--- src/hdl/fpfm_pkg.sv ---
`timescale 1ns / 1ps
// Shared types, constants and the control program of the page-frame manager.
package fpfm_pkg;

    localparam int FRAMES  = 8;
    localparam int FIDX_W  = (FRAMES > 1) ? $clog2(FRAMES) : 1;
    localparam int FRAME_W = 6;

    localparam int IDX_W   = 32;
    localparam int PS_W    = 17;
    localparam int OFF_W   = 16;
    localparam int CNT_W   = 32;

    localparam logic [PS_W-1:0] PAGE_SIZE_RESET = PS_W'(1024);
    localparam logic [PS_W-1:0] PAGE_SIZE_MAX   = PS_W'(65536);

    localparam logic [1:0] CMD_READ  = 2'd0;
    localparam logic [1:0] CMD_WRITE = 2'd1;
    localparam logic [1:0] CMD_FLUSH = 2'd2;
    localparam logic [1:0] CMD_NOP   = 2'd3;

    localparam logic [1:0] KIND_ACCESS = 2'd0;
    localparam logic [1:0] KIND_WB     = 2'd1;
    localparam logic [1:0] KIND_DONE   = 2'd2;

    typedef enum logic [2:0] {
        ACT_ACCEPT,
        ACT_NONE,
        ACT_DIV_START,
        ACT_DIV_WAIT,
        ACT_EMIT_ACC,
        ACT_FL_INIT,
        ACT_EMIT_WB,
        ACT_FL_NEXT
    } t_act;

    typedef enum logic [2:0] {
        COND_NEVER,
        COND_ALWAYS,
        COND_IS_FLUSH,
        COND_IS_NOP,
        COND_CLEAN,
        COND_MORE
    } t_cond;

    localparam int STEP_W = 4;

    localparam logic [STEP_W-1:0] STEP_IDLE     = 4'd0;
    localparam logic [STEP_W-1:0] STEP_BR_FLUSH = 4'd1;
    localparam logic [STEP_W-1:0] STEP_BR_NOP   = 4'd2;
    localparam logic [STEP_W-1:0] STEP_DIV      = 4'd3;
    localparam logic [STEP_W-1:0] STEP_DIV_WAIT = 4'd4;
    localparam logic [STEP_W-1:0] STEP_LOOKUP   = 4'd5;
    localparam logic [STEP_W-1:0] STEP_FL_INIT  = 4'd6;
    localparam logic [STEP_W-1:0] STEP_FL_TEST  = 4'd7;
    localparam logic [STEP_W-1:0] STEP_FL_WB    = 4'd8;
    localparam logic [STEP_W-1:0] STEP_FL_NEXT  = 4'd9;
    localparam logic [STEP_W-1:0] STEP_FL_DONE  = 4'd10;

    typedef struct packed {
        t_act              act;
        t_cond             cond;
        logic [STEP_W-1:0] target;
    } t_uword;

    typedef struct packed {
        logic [1:0]         result_kind;
        logic [FRAME_W-1:0] frame;
        logic [OFF_W-1:0]   word_offset;
        logic [IDX_W-1:0]   page_number;
        logic               hit;
        logic               fill_needed;
        logic               writeback_needed;
        logic [IDX_W-1:0]   victim_page;
        logic               last;
        logic [CNT_W-1:0]   hit_count;
        logic [CNT_W-1:0]   fault_count;
    } t_result;

    // Control store: a conditional jump goes to target, otherwise to the next step.
    function automatic t_uword ucode(input logic [STEP_W-1:0] step);
        t_uword w;
        case (step)
            STEP_IDLE:     w = '{ACT_ACCEPT,    COND_NEVER,    STEP_IDLE};
            STEP_BR_FLUSH: w = '{ACT_NONE,      COND_IS_FLUSH, STEP_FL_INIT};
            STEP_BR_NOP:   w = '{ACT_NONE,      COND_IS_NOP,   STEP_IDLE};
            STEP_DIV:      w = '{ACT_DIV_START, COND_NEVER,    STEP_IDLE};
            STEP_DIV_WAIT: w = '{ACT_DIV_WAIT,  COND_NEVER,    STEP_IDLE};
            STEP_LOOKUP:   w = '{ACT_EMIT_ACC,  COND_ALWAYS,   STEP_IDLE};
            STEP_FL_INIT:  w = '{ACT_FL_INIT,   COND_NEVER,    STEP_IDLE};
            STEP_FL_TEST:  w = '{ACT_NONE,      COND_CLEAN,    STEP_FL_NEXT};
            STEP_FL_WB:    w = '{ACT_EMIT_WB,   COND_NEVER,    STEP_IDLE};
            STEP_FL_NEXT:  w = '{ACT_FL_NEXT,   COND_MORE,     STEP_FL_TEST};
            STEP_FL_DONE:  w = '{ACT_NONE,      COND_ALWAYS,   STEP_IDLE};
            default:       w = '{ACT_NONE,      COND_ALWAYS,   STEP_IDLE};
        endcase
        return w;
    endfunction

endpackage

--- src/hdl/fpfm_in_if.sv ---
`timescale 1ns / 1ps
// Command channel: one access or flush word per handshake.
interface fpfm_in_if import fpfm_pkg::*; ();
    logic             valid;
    logic             ready;
    logic [1:0]       command;
    logic [IDX_W-1:0] element_index;

    modport source (output valid, output command, output element_index, input ready);
    modport sink   (input valid, input command, input element_index, output ready);
endinterface

--- src/hdl/fpfm_out_if.sv ---
`timescale 1ns / 1ps
// Result channel: one access, writeback or done word per handshake.
interface fpfm_out_if import fpfm_pkg::*; ();
    logic               valid;
    logic               ready;
    logic [1:0]         result_kind;
    logic [FRAME_W-1:0] frame;
    logic [OFF_W-1:0]   word_offset;
    logic [IDX_W-1:0]   page_number;
    logic               hit;
    logic               fill_needed;
    logic               writeback_needed;
    logic [IDX_W-1:0]   victim_page;
    logic               last;
    logic [CNT_W-1:0]   hit_count;
    logic [CNT_W-1:0]   fault_count;

    modport source (
        output valid, output result_kind, output frame, output word_offset,
        output page_number, output hit, output fill_needed, output writeback_needed,
        output victim_page, output last, output hit_count, output fault_count,
        input ready
    );
    modport sink (
        input valid, input result_kind, input frame, input word_offset,
        input page_number, input hit, input fill_needed, input writeback_needed,
        input victim_page, input last, input hit_count, input fault_count,
        output ready
    );
endinterface

--- src/hdl/fpfm_div.sv ---
`timescale 1ns / 1ps
// Restoring divider: one quotient bit per cycle, splits an index into page and offset.
module fpfm_div import fpfm_pkg::*; (
    input  logic             i_clk,
    input  logic             i_rst_n,
    input  logic             i_start,
    input  logic [IDX_W-1:0] i_dividend,
    input  logic [PS_W-1:0]  i_divisor,
    output logic             o_busy,
    output logic [IDX_W-1:0] o_quot,
    output logic [OFF_W-1:0] o_rem
);

    localparam int ITER_W = $clog2(IDX_W + 1);

    logic [ITER_W-1:0] r_cnt, n_cnt;
    logic [IDX_W-1:0]  r_quot, n_quot;
    logic [PS_W-1:0]   r_rem, n_rem;
    logic [PS_W-1:0]   r_div, n_div;
    logic [PS_W:0]     shifted;
    logic [PS_W:0]     diff;

    always_comb begin
        shifted = {r_rem, r_quot[IDX_W-1]};
        diff    = shifted - {1'b0, r_div};
        n_cnt   = r_cnt;
        n_quot  = r_quot;
        n_rem   = r_rem;
        n_div   = r_div;
        if (i_start) begin
            n_cnt  = ITER_W'(IDX_W);
            n_quot = i_dividend;
            n_rem  = '0;
            n_div  = i_divisor;
        end else if (r_cnt != '0) begin
            n_cnt = r_cnt - ITER_W'(1);
            // The remainder stays below the divisor, so it always fits back.
            if (shifted >= {1'b0, r_div}) begin
                n_rem  = diff[PS_W-1:0];
                n_quot = {r_quot[IDX_W-2:0], 1'b1};
            end else begin
                n_rem  = shifted[PS_W-1:0];
                n_quot = {r_quot[IDX_W-2:0], 1'b0};
            end
        end
    end

    always_ff @(posedge i_clk) begin
        if (!i_rst_n) begin
            r_cnt <= '0;
        end else begin
            r_cnt <= n_cnt;
        end
        r_quot <= n_quot;
        r_rem  <= n_rem;
        r_div  <= n_div;
    end

    assign o_busy = (r_cnt != '0);
    assign o_quot = r_quot;
    assign o_rem  = r_rem[OFF_W-1:0];

endmodule

--- src/hdl/fifo_page_frame_manager_unit.sv ---
`timescale 1ns / 1ps
// Page-frame manager top level: microcoded sequencer, frame table and result register.
//
// This block manages eight frames of a fully associative page cache with round-robin
// replacement. Each command word is a read access, a write access or a flush. An access
// splits the element index into page number and word offset by the configured page size
// (zero counts as one, values above 65536 as 65536), looks the page up in all frames at
// once and produces one result word: on a miss it claims the lowest empty frame or else
// the round-robin victim, and flags a writeback with the old page when that victim is
// dirty. A write marks the frame dirty. A flush produces one writeback word per dirty
// frame in ascending frame order, clears the dirty marks and closes with a done word.
// Hit and fault counters saturate and every result word carries their current values.
// An access passes from acceptance through three steps of command decode and divider
// start, the wait in the bit-serial divider (one quotient bit per cycle over the 32-bit
// index) and one lookup step. A flush clears its scan index, tests each frame in turn and
// writes back the dirty ones before its done word. The command channel takes a new
// word only while the sequencer sits in its idle step; the result register lets one
// finished word wait for the sink, and the sequencer holds only when a second word is
// ready before the first was taken. The page size register may be written only while
// the block is idle; the unused command code three is dropped without any result.
module fifo_page_frame_manager_unit import fpfm_pkg::*; (
    input  logic            i_clk,
    input  logic            i_rst_n,
    input  logic            i_cfg_we,
    input  logic [PS_W-1:0] i_cfg_page_size,
    fpfm_in_if.sink         i_cmd,
    fpfm_out_if.source      o_res
);

    // Sequencer state.
    logic [STEP_W-1:0] r_step, n_step;
    t_uword            uw;
    logic              stall;
    logic              cond_true;

    // Accepted command.
    logic [1:0]        r_cmd;
    logic [IDX_W-1:0]  r_index;

    // Configuration.
    logic [PS_W-1:0]   r_page_size;
    logic [PS_W-1:0]   ps_eff;

    // Frame table. Page tags have no reset; they are only read behind a valid bit.
    logic [FRAMES-1:0] r_valid;
    logic [FRAMES-1:0] r_dirty;
    logic [IDX_W-1:0]  r_frame_page [FRAMES];
    logic [FIDX_W-1:0] r_victim;
    logic [FIDX_W-1:0] r_scan;
    logic [CNT_W-1:0]  r_hits, r_faults;
    logic [CNT_W-1:0]  hits_inc, faults_inc;

    // Divider.
    logic              div_busy;
    logic [IDX_W-1:0]  div_quot;
    logic [OFF_W-1:0]  div_rem;

    // Lookup.
    logic              hit_found, free_found;
    logic [FIDX_W-1:0] hit_idx, free_idx, sel_frame, victim_next;
    logic              wb_needed;
    logic [FIDX_W-1:0] rd_addr;
    logic [IDX_W-1:0]  rd_page;
    logic              new_dirty;

    // Result register.
    logic              r_out_valid;
    t_result           r_out;
    logic              out_free;
    logic              emit;

    fpfm_div u_div (
        .i_clk      (i_clk),
        .i_rst_n    (i_rst_n),
        .i_start    (uw.act == ACT_DIV_START),
        .i_dividend (r_index),
        .i_divisor  (ps_eff),
        .o_busy     (div_busy),
        .o_quot     (div_quot),
        .o_rem      (div_rem)
    );

    assign uw       = ucode(r_step);
    assign out_free = !r_out_valid || o_res.ready;
    assign ps_eff   = (r_page_size == '0)           ? PS_W'(1) :
                      (r_page_size > PAGE_SIZE_MAX) ? PAGE_SIZE_MAX : r_page_size;

    // A step holds while its handshake or the divider is not ready.
    always_comb begin
        case (uw.act)
            ACT_ACCEPT:   stall = !i_cmd.valid;
            ACT_DIV_WAIT: stall = div_busy;
            ACT_EMIT_ACC: stall = !out_free;
            ACT_EMIT_WB:  stall = !out_free;
            default:      stall = 1'b0;
        endcase
        // The done word goes out from its own step once the result register frees up.
        if (r_step == STEP_FL_DONE) begin
            stall = !out_free;
        end
    end

    always_comb begin
        case (uw.cond)
            COND_NEVER:    cond_true = 1'b0;
            COND_ALWAYS:   cond_true = 1'b1;
            COND_IS_FLUSH: cond_true = (r_cmd == CMD_FLUSH);
            COND_IS_NOP:   cond_true = (r_cmd == CMD_NOP);
            COND_CLEAN:    cond_true = !(r_valid[r_scan] && r_dirty[r_scan]);
            COND_MORE:     cond_true = (r_scan != FIDX_W'(FRAMES - 1));
            default:       cond_true = 1'b0;
        endcase
    end

    always_comb begin
        if (stall) begin
            n_step = r_step;
        end else if (cond_true) begin
            n_step = uw.target;
        end else begin
            n_step = r_step + STEP_W'(1);
        end
    end

    assign i_cmd.ready = (uw.act == ACT_ACCEPT);

    // Associative lookup across all frames; lowest matching and lowest empty frame win.
    always_comb begin
        hit_found  = 1'b0;
        hit_idx    = '0;
        free_found = 1'b0;
        free_idx   = '0;
        for (int i = FRAMES - 1; i >= 0; i--) begin
            if (r_valid[i] && (r_frame_page[i] == div_quot)) begin
                hit_found = 1'b1;
                hit_idx   = FIDX_W'(i);
            end
            if (!r_valid[i]) begin
                free_found = 1'b1;
                free_idx   = FIDX_W'(i);
            end
        end
    end

    assign sel_frame   = hit_found ? hit_idx : (free_found ? free_idx : r_victim);
    assign wb_needed   = !hit_found && !free_found && r_dirty[r_victim];
    assign victim_next = (r_victim == FIDX_W'(FRAMES - 1)) ? '0 : r_victim + FIDX_W'(1);
    assign new_dirty   = (r_cmd == CMD_WRITE) || (hit_found && r_dirty[sel_frame]);

    // One read port on the tag store serves both the victim and the flush scan.
    assign rd_addr = (uw.act == ACT_EMIT_ACC) ? r_victim : r_scan;
    assign rd_page = r_frame_page[rd_addr];

    assign hits_inc   = (r_hits == '1)   ? r_hits   : r_hits + CNT_W'(1);
    assign faults_inc = (r_faults == '1) ? r_faults : r_faults + CNT_W'(1);

    assign emit = !stall && ((uw.act == ACT_EMIT_ACC) || (uw.act == ACT_EMIT_WB) ||
                             (r_step == STEP_FL_DONE));

    always_ff @(posedge i_clk) begin
        if (!i_rst_n) begin
            r_step      <= STEP_IDLE;
            r_page_size <= PAGE_SIZE_RESET;
            r_valid     <= '0;
            r_dirty     <= '0;
            r_victim    <= '0;
            r_scan      <= '0;
            r_hits      <= '0;
            r_faults    <= '0;
            r_cmd       <= CMD_READ;
            r_out_valid <= 1'b0;
        end else begin
            r_step <= n_step;

            if (i_cfg_we) begin
                r_page_size <= i_cfg_page_size;
            end

            if ((uw.act == ACT_ACCEPT) && i_cmd.valid) begin
                r_cmd <= i_cmd.command;
            end

            if (!stall) begin
                case (uw.act)
                    ACT_EMIT_ACC: begin
                        r_dirty[sel_frame] <= new_dirty;
                        if (hit_found) begin
                            r_hits <= hits_inc;
                        end else begin
                            r_valid[sel_frame] <= 1'b1;
                            r_faults           <= faults_inc;
                            if (!free_found) begin
                                r_victim <= victim_next;
                            end
                        end
                    end
                    ACT_FL_INIT: r_scan <= '0;
                    ACT_EMIT_WB: r_dirty[r_scan] <= 1'b0;
                    ACT_FL_NEXT: r_scan <= r_scan + FIDX_W'(1);
                    default: ;
                endcase
            end

            if (emit) begin
                r_out_valid <= 1'b1;
            end else if (o_res.ready) begin
                r_out_valid <= 1'b0;
            end
        end
    end

    // Payload registers carry no reset.
    always_ff @(posedge i_clk) begin
        if ((uw.act == ACT_ACCEPT) && i_cmd.valid) begin
            r_index <= i_cmd.element_index;
        end

        if (!stall && (uw.act == ACT_EMIT_ACC) && !hit_found) begin
            r_frame_page[sel_frame] <= div_quot;
        end

        if (emit) begin
            if (uw.act == ACT_EMIT_ACC) begin
                r_out.result_kind      <= KIND_ACCESS;
                r_out.frame            <= FRAME_W'(sel_frame);
                r_out.word_offset      <= div_rem;
                r_out.page_number      <= div_quot;
                r_out.hit              <= hit_found;
                r_out.fill_needed      <= !hit_found;
                r_out.writeback_needed <= wb_needed;
                r_out.victim_page      <= wb_needed ? rd_page : '0;
                r_out.last             <= 1'b1;
                r_out.hit_count        <= hit_found ? hits_inc : r_hits;
                r_out.fault_count      <= hit_found ? r_faults : faults_inc;
            end else if (uw.act == ACT_EMIT_WB) begin
                r_out.result_kind      <= KIND_WB;
                r_out.frame            <= FRAME_W'(r_scan);
                r_out.word_offset      <= '0;
                r_out.page_number      <= rd_page;
                r_out.hit              <= 1'b0;
                r_out.fill_needed      <= 1'b0;
                r_out.writeback_needed <= 1'b0;
                r_out.victim_page      <= '0;
                r_out.last             <= 1'b0;
                r_out.hit_count        <= r_hits;
                r_out.fault_count      <= r_faults;
            end else begin
                r_out.result_kind      <= KIND_DONE;
                r_out.frame            <= '0;
                r_out.word_offset      <= '0;
                r_out.page_number      <= '0;
                r_out.hit              <= 1'b0;
                r_out.fill_needed      <= 1'b0;
                r_out.writeback_needed <= 1'b0;
                r_out.victim_page      <= '0;
                r_out.last             <= 1'b1;
                r_out.hit_count        <= r_hits;
                r_out.fault_count      <= r_faults;
            end
        end
    end

    assign o_res.valid            = r_out_valid;
    assign o_res.result_kind      = r_out.result_kind;
    assign o_res.frame            = r_out.frame;
    assign o_res.word_offset      = r_out.word_offset;
    assign o_res.page_number      = r_out.page_number;
    assign o_res.hit              = r_out.hit;
    assign o_res.fill_needed      = r_out.fill_needed;
    assign o_res.writeback_needed = r_out.writeback_needed;
    assign o_res.victim_page      = r_out.victim_page;
    assign o_res.last             = r_out.last;
    assign o_res.hit_count        = r_out.hit_count;
    assign o_res.fault_count      = r_out.fault_count;

endmodule
--- src/flat_wrapper.sv ---
// flat-port wrapper written by rule: the top's interface ports become plain ports
module fifo_page_frame_manager_unit_flat import fpfm_pkg::*;
  (i_clk, i_rst_n, i_cfg_we, i_cfg_page_size, i_cmd_valid, i_cmd_command, i_cmd_element_index, i_cmd_ready, o_res_valid, o_res_result_kind, o_res_frame, o_res_word_offset, o_res_page_number, o_res_hit, o_res_fill_needed, o_res_writeback_needed, o_res_victim_page, o_res_last, o_res_hit_count, o_res_fault_count, o_res_ready);
  fpfm_in_if i_cmd_i ();
  fpfm_out_if o_res_i ();
  input  logic i_clk;
  input  logic i_rst_n;
  input  logic i_cfg_we;
  input  logic [PS_W-1:0] i_cfg_page_size;
  input wire logic [$bits(i_cmd_i.valid)-1:0] i_cmd_valid;
  input wire logic [$bits(i_cmd_i.command)-1:0] i_cmd_command;
  input wire logic [$bits(i_cmd_i.element_index)-1:0] i_cmd_element_index;
  output wire logic [$bits(i_cmd_i.ready)-1:0] i_cmd_ready;
  output wire logic [$bits(o_res_i.valid)-1:0] o_res_valid;
  output wire logic [$bits(o_res_i.result_kind)-1:0] o_res_result_kind;
  output wire logic [$bits(o_res_i.frame)-1:0] o_res_frame;
  output wire logic [$bits(o_res_i.word_offset)-1:0] o_res_word_offset;
  output wire logic [$bits(o_res_i.page_number)-1:0] o_res_page_number;
  output wire logic [$bits(o_res_i.hit)-1:0] o_res_hit;
  output wire logic [$bits(o_res_i.fill_needed)-1:0] o_res_fill_needed;
  output wire logic [$bits(o_res_i.writeback_needed)-1:0] o_res_writeback_needed;
  output wire logic [$bits(o_res_i.victim_page)-1:0] o_res_victim_page;
  output wire logic [$bits(o_res_i.last)-1:0] o_res_last;
  output wire logic [$bits(o_res_i.hit_count)-1:0] o_res_hit_count;
  output wire logic [$bits(o_res_i.fault_count)-1:0] o_res_fault_count;
  input wire logic [$bits(o_res_i.ready)-1:0] o_res_ready;
  assign i_cmd_i.valid = i_cmd_valid;
  assign i_cmd_i.command = i_cmd_command;
  assign i_cmd_i.element_index = i_cmd_element_index;
  assign i_cmd_ready = i_cmd_i.ready;
  assign o_res_valid = o_res_i.valid;
  assign o_res_result_kind = o_res_i.result_kind;
  assign o_res_frame = o_res_i.frame;
  assign o_res_word_offset = o_res_i.word_offset;
  assign o_res_page_number = o_res_i.page_number;
  assign o_res_hit = o_res_i.hit;
  assign o_res_fill_needed = o_res_i.fill_needed;
  assign o_res_writeback_needed = o_res_i.writeback_needed;
  assign o_res_victim_page = o_res_i.victim_page;
  assign o_res_last = o_res_i.last;
  assign o_res_hit_count = o_res_i.hit_count;
  assign o_res_fault_count = o_res_i.fault_count;
  assign o_res_i.ready = o_res_ready;
  fifo_page_frame_manager_unit u_core (.i_clk(i_clk), .i_rst_n(i_rst_n), .i_cfg_we(i_cfg_we), .i_cfg_page_size(i_cfg_page_size), .i_cmd(i_cmd_i), .o_res(o_res_i));
endmodule
--- config.mk ---
export PLATFORM = sky130hd
export DESIGN_NAME = fifo_page_frame_manager_unit_flat
export DESIGN_NICKNAME = d
export VERILOG_FILES = /design/src/hdl/fpfm_pkg.sv /design/src/hdl/fpfm_in_if.sv /design/src/hdl/fpfm_out_if.sv /design/src/hdl/fpfm_div.sv /design/src/hdl/fifo_page_frame_manager_unit.sv /design/src/flat_wrapper.sv
export SDC_FILE = /design/constraint.sdc
export NUM_CORES = 2
export LEC_CHECK = 0
export ABC_AREA = 1
export BUFFER_PORTS_ARGS = -buffer_cell sky130_fd_sc_hd__buf_2
export CAP_MARGIN = 20
export CORE_MARGIN = 8
export CORE_UTILIZATION = 48
export DETAILED_ROUTE_END_ITERATION = 10
export GPL_ROUTABILITY_DRIVEN = 1
export PLACE_DENSITY = 0.69
export SETUP_SLACK_MARGIN = 0.02
export SLEW_MARGIN = 10
export SYNTH_ARGS = -nofsm -noshare
export SYNTH_HDL_FRONTEND = slang
export SYNTH_SLANG_ARGS = --single-unit
export TNS_END_PERCENT = 20
--- constraint.sdc ---
create_clock -name i_clk -period 14.6 [get_ports i_clk]
set_input_delay 2.92 -clock i_clk [delete_from_list [all_inputs] [get_ports i_clk]]
set_output_delay 2.92 -clock i_clk [all_outputs]
set_load 0.005 [all_outputs]
# == Word level (Yosys, flattened, before mapping) ==
# Memories as Yosys holds them, arrays and structs flattened. A register that Yosys moved wholly into a read port is not among the register bits.
# Cells that the tools add are included.
# totals
regBits,370
ram_bits,256
romBits,160
in_bits,56
out_inout_bits,158
word_cells,198
mem_count,2
# memory_table
name,depth,word_bits,read_ports,rd_ports_with_merged_regs,write_ports,line_no,text
u_core.r_frame_page,8,32,9,0,1,fifo_page_frame_manager_unit.sv:47,logic [IDX_W-1:0] r_frame_page [FRAMES];
(name not given),16,10,1,1,0,fpfm_pkg.sv:83,case (step)
# classes
n_addsub,7
order_cmp,7
eq_ne,27
mux,75
bitwise_logic,7
reduce_logical,44
# op_table
op,count
$eq 32x32->1,8
$mux 32,7
$mux 156,1
$mux 151,1
$add 32x1->32 const B,2
$eq 32x32->1 const B,2
$mux 3,20
$mux 17,2
$mux 1,28
$eq 3x3->1 const B,7
$ge 18x17->1,1
$logic_and 1x1->1,18
$gt 17x17->1 const B,1
$logic_not 17->1,1
$sub 17x17->17,1
$pmux 8 s2,1
$bmux 1 s3,4
$eq 3x2->1 const B,4
$lt 3x4->1 const B,3
$mux 4,3
$mux 6,2
$and 8x8->8,1
$bwmux 8,1
$not 8->8,1
24 further kinds,47

# == Depth between registers and ports, before layout ==
# An unclocked memory read counts as a cell.
# logic_depth
depth_word,18
ltp_mapped,27
ltp_nobuf,25

# == By module ==
# A second synthesis with hierarchy kept.
# hier_totals
cells_unflattened,4110
area_unflattened_um2,33818.7
# modules_own_cells
module,instances,cells_per_inst,area_each_um2,seq_area_each_um2
fifo_page_frame_manager_unit,1,3541,29554.6,15605.0
fpfm_div,1,569,4264.1,1931.9

# == Least setup slack after synthesis ==
# No wires, ideal clock.
# synth_timing
path_type,input to register
from,input port i_cmd_valid
to,register u_core.o_res.fault_count[0] (netlist name)
setup_ns,0.718
t_arrival_ns,10.720
t_required_ns,13.882
path_slack_ns,3.162
stages,5
n_path_buf,1
cell_sequence,o22ai_1 -> nand2_1 -> nand2_1 -> clkbuf_1 -> a21oi_1
# synth_via
elab_chain_cells,5
# synth_rtl
element,line_no,text
from (decl),flat_wrapper.sv:10,input wire logic [$bits(i_cmd_i.valid)-1:0] i_cmd_valid;
$logic_not 1->1,fifo_page_frame_manager_unit.sv:91,ACT_ACCEPT: stall = !i_cmd.valid;
$pmux 1 s3,fifo_page_frame_manager_unit.sv:90,case (uw.act)
$mux 1,fifo_page_frame_manager_unit.sv:98,if (r_step == STEP_FL_DONE) begin
$logic_not 1->1,fifo_page_frame_manager_unit.sv:157,assign emit = !stall && ((uw.act == ACT_EMIT_ACC) || (uw.act == ACT_EMIT_WB) ||
$logic_and 1x1->1,fifo_page_frame_manager_unit.sv:157,
via u_core.emit,fifo_page_frame_manager_unit.sv:70,logic emit;
# The timed path passes the listed nets, and every way through them passes these cells.
# A chain may end at the register's enable or synchronous reset.

# == Final worst setup path ==
# layout_timing
from,input port i_cmd_valid
to,memory u_core.r_frame_page[5][7] (enable)
# layout_via
elab_chain_cells,8
# layout_rtl
element,line_no,text
$logic_not 1->1,fifo_page_frame_manager_unit.sv:91,
$pmux 1 s3,fifo_page_frame_manager_unit.sv:90,
$mux 1,fifo_page_frame_manager_unit.sv:98,
$logic_not 1->1,fifo_page_frame_manager_unit.sv:218,if (!stall && (uw.act == ACT_EMIT_ACC) && !hit_found) begin
$logic_and 1x1->1 (2 in series),fifo_page_frame_manager_unit.sv:218,
$mux 1,fifo_page_frame_manager_unit.sv:218,
$mux 1 (implied by the code),fifo_page_frame_manager_unit.sv:219,r_frame_page[sel_frame] <= div_quot;
to (decl),fifo_page_frame_manager_unit.sv:47,
# Every way passes these cells.

==> impl_results.md <==
- Status: complete, no violations
- Largest family of logic cells by synthesized area: simple AND/OR/NAND/NOR gates
- Layout cells sized above 1: 10.97%
- Post-Synth XOR/XNOR Area: 2.956%
- CP peak stage delay: 1.11 ns
- WL per Instance: 23.21 um
- Crit path top cell by count: nand2_1
- CTS H-Tree Depth: 3
- Finished Core Util: 54.20%
- RSZ-0062 raised after global routing: no
- Simple-gate share of the synthesized area: 26.25%
- Clk sinks: 631
- Final Skew: 0.03244 ns
- Grt ovf: 0
- First-pass GRT wire length: 186900 um
- CTS hold repair buffers: 0
- Core area: 72590 um^2
- CTS tree: yes
- Most frequent cells in the layout: 1012 x nand2_1, 536 x nor2_1, 534 x inv_1, 490 x edfxtp_1, 323 x o21ai_0
- Final cell count without fillers: 5471
- Post-layout nets: 4548
- Tmin final: 5.247 ns
- Largest net degree at the start of global routing: 85
- Register area: 17540 um^2
- Critical-path top delay cell: nor2_4
- Area fraction in compound gates after synthesis: 10.71%
- Ant diodes: 0
- IR drop worst, VDD: 0.0001195 V
- CP required: 14.83 ns
- Residual DRC count: 0
- Total track usage: 30.00%
- Pleak: 16.62 nW
- Top post-synthesis cells by area: edfxtp_1 42%, nand2_1 11%, dfxtp_1 8.1%, nor2_1 5.9%, inv_1 5.7%
- Fmax: 190.6 MHz
- 1st-iter DRT viols: 4061
- WP buf/inv: 2
- Number of synthesized flops with an enable pin: 490
- Area grow syn2layout: 12.52%
- Footprint of the multi-input gates: 14560 um^2
- Library cells used by synthesis: 64
- Post-synthesis mux area share: 0.05725%
- Fillers: 6851
- Max Slew Vio Count: 0
- Critical path class: in2reg
- Critical Path End Type: flip-flop
- Vias: 31630
- Finished Cell Area: 39340 um^2
- Ports: 214
- Placed cell count: 5340
- Post-DR vias/cell: 5.781
- Total wire length: 127000 um
- Worst skew pair latency: 0.63 ns
- Hold Fails Final Rpt: 0
- Setup crit start: i_cmd_valid
- Post-route ant nets: 0
- # port buffers: 210
- Synthesized flop and latch total: 631
- Overall Power: 7.160 mW
- Worst slew margin: 21.56%
- # Post-CTS Setup Buffers: 0
- Critical R2R Launch: u_core.uw[9]
- Mapped Area: 34970 um^2
- Clock Tree Buf Depth: 3
- Ys async rst share: 0%
- Post-synth top area cell: edfxtp_1
- Vias in the first global route: 30190
- Setup TNS: 0 ns
- Area share of the largest cell type after synthesis: 42.08%
- Setup violators final: 0
- Routability cong.: 1.037
- Die H: 285.9 um
- Worst setup SP type: primary input
- Post-Synth Adder-Cell Area: 1.274%
- Ys Warns: 0
- Die Wd: 285.9 um
- Placed inst area: 36860 um^2
- Hold WC Path Type: reg2reg
- Crit-path leading delay family: simple AND/OR/NAND/NOR gates
- Initial Utilization: 48.17%
- Full die area: 81740 um^2
- Place WS: 8.743 ns
- Ys flop type: edfxtp_1
- FP Rows: 99
- CTS root buf: clkbuf_16
- Worst-margin pin slew: 1.174 ns
- Hold_sp: u_core.u_div.r_cnt[0]
- Tcrit/Tclk final: 35.94%
- Syn Inst Count: 4292
- Initial antenna violation count: 2
- CP cell instances: buf_2 -> o22ai_1 -> nand2_1 -> nand2_1 -> clkinv_1 -> nand2_1 -> nor2_4
- CP Max Fanout: 33
- Total iterations of the first detailed-routing run: 7
- Most common cell after layout, fill and taps aside: nand2_1
- Pwr per Cell Area: 182.0 nW/um^2
- Worst EP arrival: 5.47 ns
- Cts bufs inserted: 73
- Clk slew on worst S/H paths: 0.06 ns
- PnR worst setup slack: 9.353 ns
- Post-CTS resize count: 0
- Sequential area share after synthesis: 50.15%
- Dpl hpwl: 91830 um
- Worst hold margin: 0.4756 ns
- Avg Cell Area, Syn: 8.147 um^2
- Max Cap Viol: 0
state kept, by name (all words and copies together) (netlist names), 3 cells and up:
signal / flops
u_core.o_res.fault_count: 32
u_core.o_res.frame: 3
u_core.o_res.hit_count: 32
u_core.o_res.page_number: 32
u_core.o_res.victim_page: 32
u_core.o_res.word_offset: 16
u_core.r_dirty: 8
u_core.r_faults: 32
u_core.r_frame_page: 256
u_core.r_hits: 32
u_core.r_index: 32
u_core.r_page_size: 17
u_core.r_scan: 3
u_core.r_step: 4
u_core.r_valid: 8
u_core.r_victim: 3
u_core.u_div.o_quot: 32
u_core.u_div.r_cnt: 6
u_core.u_div.r_div: 17
u_core.u_div.r_rem: 17
u_core.uw: 8
layout make-up:
type | instances | share of cell area [%]
Clock inverter | 33 | 1.065
Tap cell | 959 | 3.050
Multi-Input combinational cell | 2922 | 37.01
Sequential cell | 631 | 44.57
Clock buffer | 97 | 5.184
Timing Repair Buffer | 256 | 3.600
Inverter | 573 | 5.514
synth_stat cells (7+ instances only):
library cell  number
a31oi_1           21
o221ai_1          56
o21ai_1            9
nand2_1         1013
o21ai_0          324
inv_1            534
o211ai_1          28
o21a_1             7
nor2_1           547
inv_2             30
and2_1            10
a21oi_1           99
nand2_4            8
nor3_1            73
nand4_1          113
dfxtp_1          141
xor2_1            54
o31ai_1            7
nor3b_1           10
clkbuf_1         112
buf_6             13
or2_2             12
o22ai_1           67
edfxtp_1         490
nor2_2            13
xnor2_1           64
nor4_1            49
nand3b_1          12
a21oi_2            9
buf_1             10
ha_1              34
buf_4             27
nand2_2           16
nand3_1          210
worst register-to-register path: stages, from the launching register on:
cell      delay, ns
dfxtp_1        0.37
inv_1          0.08
nor2_1         0.09
inv_1          0.15
nor2_4         0.10
buf_4          0.65
nand2_1        0.29
o21ai_4        0.10
buf_4          0.48
clkinv_2       0.81
buf_4          0.66
o21ai_0        0.33
a21oi_1        0.09
o31ai_1        0.50
o22ai_1        0.12
cell families after synthesis:
family / count (synthesis)
other cells: 1
buf+inv: 741
mux: 2
flops: 631
simple gates: 2119
xor+xnor: 118
compound gates: 645
fa+ha+maj: 35
final timing paths:
check | to | slack (ns) | depth (start not counted)
min reg2reg | u_core.u_div.r_cnt[0] | 0.48 | 2
max | u_core.r_frame_page[5][7] | 9.35 | 7
min | u_core.u_div.r_cnt[0] | 0.48 | 2
max reg2reg | u_core.o_res.page_number[8] | 9.46 | 14
routing by layer:
| layer | up-vias | share of wire (%) | track usage [%] |
|---|---|---|---|
| li1 | 14720 | - | - |
| met1 | 14800 | 39 | 38.49 |
| met2 | 1724 | 45 | 47.58 |
| met3 | 387 | 9.6 | 5.649 |
| met4 | 2 | 6.3 | 16.84 |
| met5 | - | 0.0071 | 0 |
power by group:
part           leakage [nW]  internal (mW)  total, mW  switching [mW]
sequential             5.71           2.34       2.56           0.222
clock                  1.20           1.14       1.90           0.757
combinational          9.71          0.714       2.70            1.99
total                  16.6           4.19       7.16            2.97
Note: power is estimated with default switching activity, not from simulation.
